--- src/design/rmq_sqrt.sv ---
`timescale 1ns / 1ps
// Pipelined square root rounded to nearest, one result bit per stage.
// Depends on nothing; the bit stages are followed by a registered rounding step.
module rmq_sqrt #(
   parameter int IN_W = 62
) (
   input  logic              clock,
   input  logic              en,
   input  logic [IN_W-1:0]   x,
   output logic [IN_W/2:0]   root
);

   localparam int RT_W = IN_W / 2;

   logic [IN_W-1:0] rem_ff  [RT_W];
   logic [RT_W-1:0] root_ff [RT_W];
   logic [IN_W-1:0] rem_in  [RT_W];
   logic [RT_W-1:0] root_in [RT_W];
   logic [RT_W:0]   out_ff;
   logic [RT_W:0]   out_in;

   always_comb begin
      logic [IN_W-1:0] rem_prev;
      logic [IN_W-1:0] trial;
      logic [RT_W-1:0] root_prev;
      for (int i = 0; i < RT_W; i++) begin
         rem_prev  = (i == 0) ? x : rem_ff[(i == 0) ? 0 : i - 1];
         root_prev = (i == 0) ? '0 : root_ff[(i == 0) ? 0 : i - 1];
         trial     = (IN_W'(root_prev) << (RT_W - i)) | (IN_W'(1) << (2 * (RT_W - 1 - i)));
         if (rem_prev >= trial) begin
            rem_in[i]  = rem_prev - trial;
            root_in[i] = root_prev | (RT_W'(1) << (RT_W - 1 - i));
         end else begin
            rem_in[i]  = rem_prev;
            root_in[i] = root_prev;
         end
      end
      out_in = (RT_W + 1)'(root_ff[RT_W-1])
             + (RT_W + 1)'(rem_ff[RT_W-1] > IN_W'(root_ff[RT_W-1]));
   end

   always_ff @(posedge clock) begin
      if (en) begin
         for (int i = 0; i < RT_W; i++) begin
            rem_ff[i]  <= rem_in[i];
            root_ff[i] <= root_in[i];
         end
         out_ff <= out_in;
      end
   end

   assign root = out_ff;

endmodule

--- config.mk ---
export PLATFORM = sky130hd
export DESIGN_NAME = rmq_sqrt
export DESIGN_NICKNAME = d
export VERILOG_FILES = /design/src/design/rmq_sqrt.sv
export SDC_FILE = /design/constraint.sdc
export NUM_CORES = 2
export LEC_CHECK = 0
export BUFFER_PORTS_ARGS = -buffer_cell sky130_fd_sc_hd__buf_4
export CORE_ASPECT_RATIO = 0.6
export CORE_MARGIN = 2
export CORE_UTILIZATION = 60
export CTS_CLUSTER_DIAMETER = 150
export DETAILED_ROUTE_END_ITERATION = 8
export GPL_TIMING_DRIVEN = 1
export HOLD_SLACK_MARGIN = 0.15
export PLACE_DENSITY = 0.86
export SYNTH_ARGS = -nofsm -noshare
export SYNTH_HDL_FRONTEND = slang
export SYNTH_SLANG_ARGS = --single-unit
--- constraint.sdc ---
create_clock -name clock -period 4.34 [get_ports clock]
set_clock_uncertainty 0.15 [all_clocks]
set_input_delay 0.868 -clock clock [delete_from_list [all_inputs] [get_ports clock]]
set_output_delay 0.868 -clock clock [all_outputs]
set_load 0.005 [all_outputs]
Yosys cells after proc, flatten, opt, wreduce, memory -nomap -nowiden
Memory sizes are Yosys's and may differ from the RTL's.
Index checks and enable logic that the tools add are counted.
{"block": "word_totals", "out_inout_bits": 32, "n_memories": 2, "regBits": 32, "ram_bits": 2883, "in_bits": 64}
{"name": "rem_ff", "depth": 31, "width": 62, "read_ports": 31, "rd_ports_with_merged_regs": 0, "write_ports": 31, "line_no": "15", "text": "logic [IN_W-1:0] rem_ff [RT_W];"}
{"name": "root_ff", "depth": 31, "width": 31, "read_ports": 31, "rd_ports_with_merged_regs": 0, "write_ports": 31, "line_no": "16", "text": "logic [RT_W-1:0] root_ff [RT_W];"}
{"block": "op_classes", "n_mux": 64, "n_lt_le_gt_ge": 32, "n_addsub": 32}
{"op": "$mux 62", "n": 31}
{"op": "$ge 62x32->1", "n": 1}
{"op": "$ge 62x33->1", "n": 1}
{"op": "$ge 62x34->1", "n": 1}
{"op": "$ge 62x35->1", "n": 1}
{"op": "$ge 62x36->1", "n": 1}
{"op": "$ge 62x37->1", "n": 1}
{"op": "$ge 62x38->1", "n": 1}
{"op": "$ge 62x39->1", "n": 1}
{"op": "$ge 62x40->1", "n": 1}
{"op": "$ge 62x41->1", "n": 1}
{"op": "$ge 62x42->1", "n": 1}
{"op": "$ge 62x43->1", "n": 1}
{"op": "$ge 62x44->1", "n": 1}
{"op": "$ge 62x45->1", "n": 1}
{"op": "$ge 62x46->1", "n": 1}
{"op": "$ge 62x47->1", "n": 1}
{"op": "$ge 62x48->1", "n": 1}
{"op": "$ge 62x49->1", "n": 1}
{"op": "$ge 62x50->1", "n": 1}
{"op": "$ge 62x51->1", "n": 1}
{"op": "$ge 62x52->1", "n": 1}
{"op": "$ge 62x53->1", "n": 1}
{"op": "$ge 62x54->1", "n": 1}
{"op": "other kinds (72)", "n": 74}

Logic depth before layout (Yosys ltp)
{"block": "depth", "depth_word": 2, "depth_mapped": 19}

Worst setup path before layout
OpenSTA, ideal clock, no wires.
{"block": "synth_timing", "kind": "register -> register", "start": "memory root_ff[1][437] in the netlist's numbering", "end": "register out_ff[30] (netlist: root[30]), data pin", "path_stages_with_launch": 19, "t_arrival_ns": 3.250, "setup_slack_ns": 0.676, "setup_ns": 0.264, "t_required_ns": 3.926, "synth_period_minus_slack_ns": 3.664, "path_cell_list": "edfxtp_1 -> inv_1 -> ha_1 -> a21o_1 -> a21o_1 -> a211oi_1 -> o21a_1 -> o21ai_0 -> a221o_1 -> o211ai_1 -> nand3_1 -> ha_1 -> ha_1 -> and3_1 -> nand3_1 -> nor2_1 -> nand2_1 -> nor4_1 -> xnor2_1"}
{"item": "start: declaration", "line_no": "16"}
{"item": "end signal: assignment", "line_no": "48", "text": "out_ff <= out_in;"}
{"item": "end: declaration", "line_no": "19", "text": "logic [RT_W:0] out_ff;"}

==> results by group <==
Run status
  – Status: finished, violations left
  – Failing checks: negative setup slack

Clock network
  – Clk slew on worst S/H paths: roughly 0.070 ns
  – Clk_lat worst skew: 0.92 ns
  – Clock sink count: 2450
  – TritonCTS clock tree: yes
  – H-tree depth: 4
  – TritonCTS Buffers: 222
  – CTS max path bufs: 4
  – CTS root buffer: clkbuf_16

Yosys
  – Asr flop ratio synth: 0
  – Post-synthesis xor/xnor area fraction: 0.0661
  – Yosys synthesis warning count: 0
  – Synthesized flop and latch total: around 2500
  – Unique cell type count in the Yosys netlist: 91
  – Cells after Synth: 9702
  – Synth Area in Adders: 0.0586
  – Number of enable flip-flop cells after synthesis: between 2000 and 2500
  – Synth Area per Inst: between 10 and 15 um^2
  – Syn Nets: 10326
  – Post-synthesis simple-gate area fraction: 0.129
  – Seq/Total Area, Yosys: 0.616
  – Post-synthesis mux area share: 0.00748
  – Post-synthesis compound-gate area fraction: 0.0954
  – Main combinational cell family by area after synthesis: simple AND/OR/NAND/NOR gates
  – Post-Syn Area: 0.120 mm^2
  – Synth Flop Type: edfxtp_1

Final layout
  – Layout Nets: between 10000 and 15000
  – Area grow syn2layout: 11.0%
  – Layout cells sized above 1: 0.0796
  – Final Util: 0.672

Floorplanning
  – Initial core utilization: 0.606
  – Die Height: 350 um
  – Rows: 126
  – Die W: slightly below 600 um
  – Ports: 96
  – Core box area: roughly 0.20 mm^2
  – Die area: 0.203 mm^2

Critical path
  – CP endpoint kind: flip-flop
  – Worst EP arrival: 4.75 ns
  – CP required: 4.75 ns
  – Max FO, Critical Path: 7
  – CP Class: flip-flop to flip-flop
  – Setup crit start kind: flip-flop

Place
  – Post-DP HPWL: 243 mm
  – Post-place setup slack: 0.108 ns
  – Routability cong.: around 1.1
  – Port buffer count: 95

GRT
  – Largest net degree at the start of global routing: between 150 and 200
  – Grt ovf: 0
  – Vias in the first global route: ~79000
  – Tot GR Track Use: 0.321
  – Global-route wire length before repair: 496 mm
  – Initial antenna violation count: 18

Power and ir drop
  – Peak supply drop: around 0.51 mV
  – Power per cell area: 524 mW/mm^2
  – Lkg Pwr: 49.7 nW

Route
  – Via/cell ratio: 6.58
  – Vias: between 80000 and 90000
  – WL final: about 330 mm
  – Post-route ant nets: 0
  – DR iter-0 viols: ~13000
  – DRC Markers: 0
  – TritonRoute pass-1 iters: 8
  – Detailed-route wire length per cell: 25.6 um

STA
  – RSZ-0062 raised after global routing: true
  – Post-route setup slack: -0.000771 ns
  – Worst slew pin tran: between 1 and 1.5 ns
  – Final Max Tran Viols: 0
  – Hold Fails Final Rpt: 0
  – Fin crit share: 1.00
  – Setup TNS: -0.000771 ns
  – Slew Limit Headroom: 0.219
  – Worst hold slack: around 0.23 ns
  – Min Tclk post-route: about 4.3 ns
  – Max Clk Rate: ~230 MHz
  – Final setup viols: 1

Worst hold path
  – Hold/Removal Path Class: input pin to flip-flop

Job
  – Max-cap violations: 0
[Yosys cell counts (all sizes together), types with 12 or more instances]
library cell,count,area share
nor4b,55,0.0041
nand3,190,0.0080
o31a,24,0.0018
nor2,653,0.021
a2111oi,17,0.0013
buf,16,0.00060
or3,108,0.0057
and2,35,0.0018
a21boi,24,0.0015
nor2b,79,0.0041
nand4b,25,0.0018
or2,48,0.0025
and3,50,0.0026
nor4,350,0.019
nor3b,22,0.0014
nand2b,111,0.0058
and4b,12,0.0010
o21bai,55,0.0035
mux2,74,0.0070
a21o,192,0.012
inv,678,0.021
nand4,176,0.0092
nand3b,23,0.0014
ha,560,0.059
a211oi,62,0.0039
nand2,643,0.020
xnor2,461,0.034
clkbuf,178,0.0056
o211ai,35,0.0022
nor3,275,0.012
a31oi,39,0.0020
edfxtp,2450,0.62
o21ai,489,0.020
o31ai,48,0.0030
o21a,103,0.0065
a211o,16,0.0012
a31o,13,0.00095
or4,81,0.0051
a21oi,614,0.026
xor2,441,0.032
and4,21,0.0015
[placed cells by master (no fill, tap or decap), types with 55 or more instances in the layout]
cell and count:
a211oi_1 61, a21o_1 192, a21oi_1 610, buf_4 286, clkbuf_16 226, dlygate4sd3_1 60
edfxtp_1 2450, ha_1 560, inv_1 675, mux2_2 74, nand2_1 643, nand2b_1 111
nand3_1 190, nand4_1 176, nor2_1 652, nor2b_1 79, nor3_1 270, nor4_1 345
o21a_1 103, o21ai_0 485, o21bai_1 55, or3_1 106, or4_1 79, xnor2_1 461
xor2_1 441
[worst paths after layout]
kind         depth (start not counted)                         to  slack (ns)                       from
max reg2reg                         12   rem_ff[1][363]$_DFFE_PP_     -0.0008  root_ff[1][138]$_DFFE_PP_
min reg2reg                          0  root_ff[0][484]$_DFFE_PP_        0.27  root_ff[0][453]$_DFFE_PP_
min                                  3    rem_ff[0][61]$_DFFE_PP_        0.23                      x[61]
max                                 12   rem_ff[1][363]$_DFFE_PP_     -0.0008  root_ff[1][138]$_DFFE_PP_
[through the flow]
step,area (um^2),instances,power (mW)
3_5_place_dp,125000,12451,49.2
4_1_cts,133000,12908,68.7
2_1_floorplan,120000,9702,42.8
5_1_grt,133000,12909,71.9
6_report,133000,12923,69.5
3_3_place_gp,125000,12451,48.6
[registers in the layout (all words and copies together) (netlist names)]
register / count
rem_ff: 1922
root: 32
root_ff: 496
[timing repair]
item	in CTS	in global routing
setup buffers	0	0
endpoints found under the hold margin	60	0
hold buffers	60	0
endpoints found under the setup margin	0	16
gates resized for setup	0	10
[routing by layer]
| metal | wire length [um] | track usage | vias to the layer above |
|---|---|---|---|
| li1 | - | - | 37191 |
| met1 | 143000 | 0.503 | 41258 |
| met2 | 128000 | 0.423 | 5921 |
| met3 | 52500 | 0.117 | 647 |
| met4 | 6980 | 0.0651 | 17 |
| met5 | 274 | 0.00209 | - |
[final cells by class]
class                      instances  area [um^2]
antenna                           15         37.5
clock buffer                     264         5800
clock inverter                   133         1210
fill                           13214        64600
inverter                         678         2540
multi-input combinational       6380        42800
sequential                      2450        73600
tap                             2624         3280
timing repair buffer             379         3420
[worst max-delay path, cell delays in order (launching register included)]
cell,delay [ns]
edfxtp_1,0.55
inv_1,0.08
ha_1,0.38
a21oi_1,0.17
o21ai_0,0.30
o21ai_0,0.48
nand2_1,0.21
a31o_2,0.29
o21ai_1,0.36
o311ai_0,0.21
buf_4,0.20
o41ai_1,0.36
o21ai_0,0.26
[power by group]
group / switching [mW] / total, mW / internal (mW) / leakage [nW]
clock: 8.85 / 19.5 / 10.7 / 3.37
sequential: 3.14 / 33.3 / 30.1 / 23.6
combinational: 10.2 / 16.7 / 6.56 / 22.7
[cell families (layout without fill, tap and decap cells)]
logic type | Yosys count | in the layout
AOI/OAI and AO/OA | 1855 | 1855
xor gates and xnor gates | 902 | 902
muxes | 80 | 80
adders and majority gates | 560 | 560
DFF | 2450 | 2450
other | 0 | 15
buffers and inverters | 872 | 1454
and+or+nand+nor | 2983 | 2983
No activity file was read; power rests on OpenSTA's default activity.
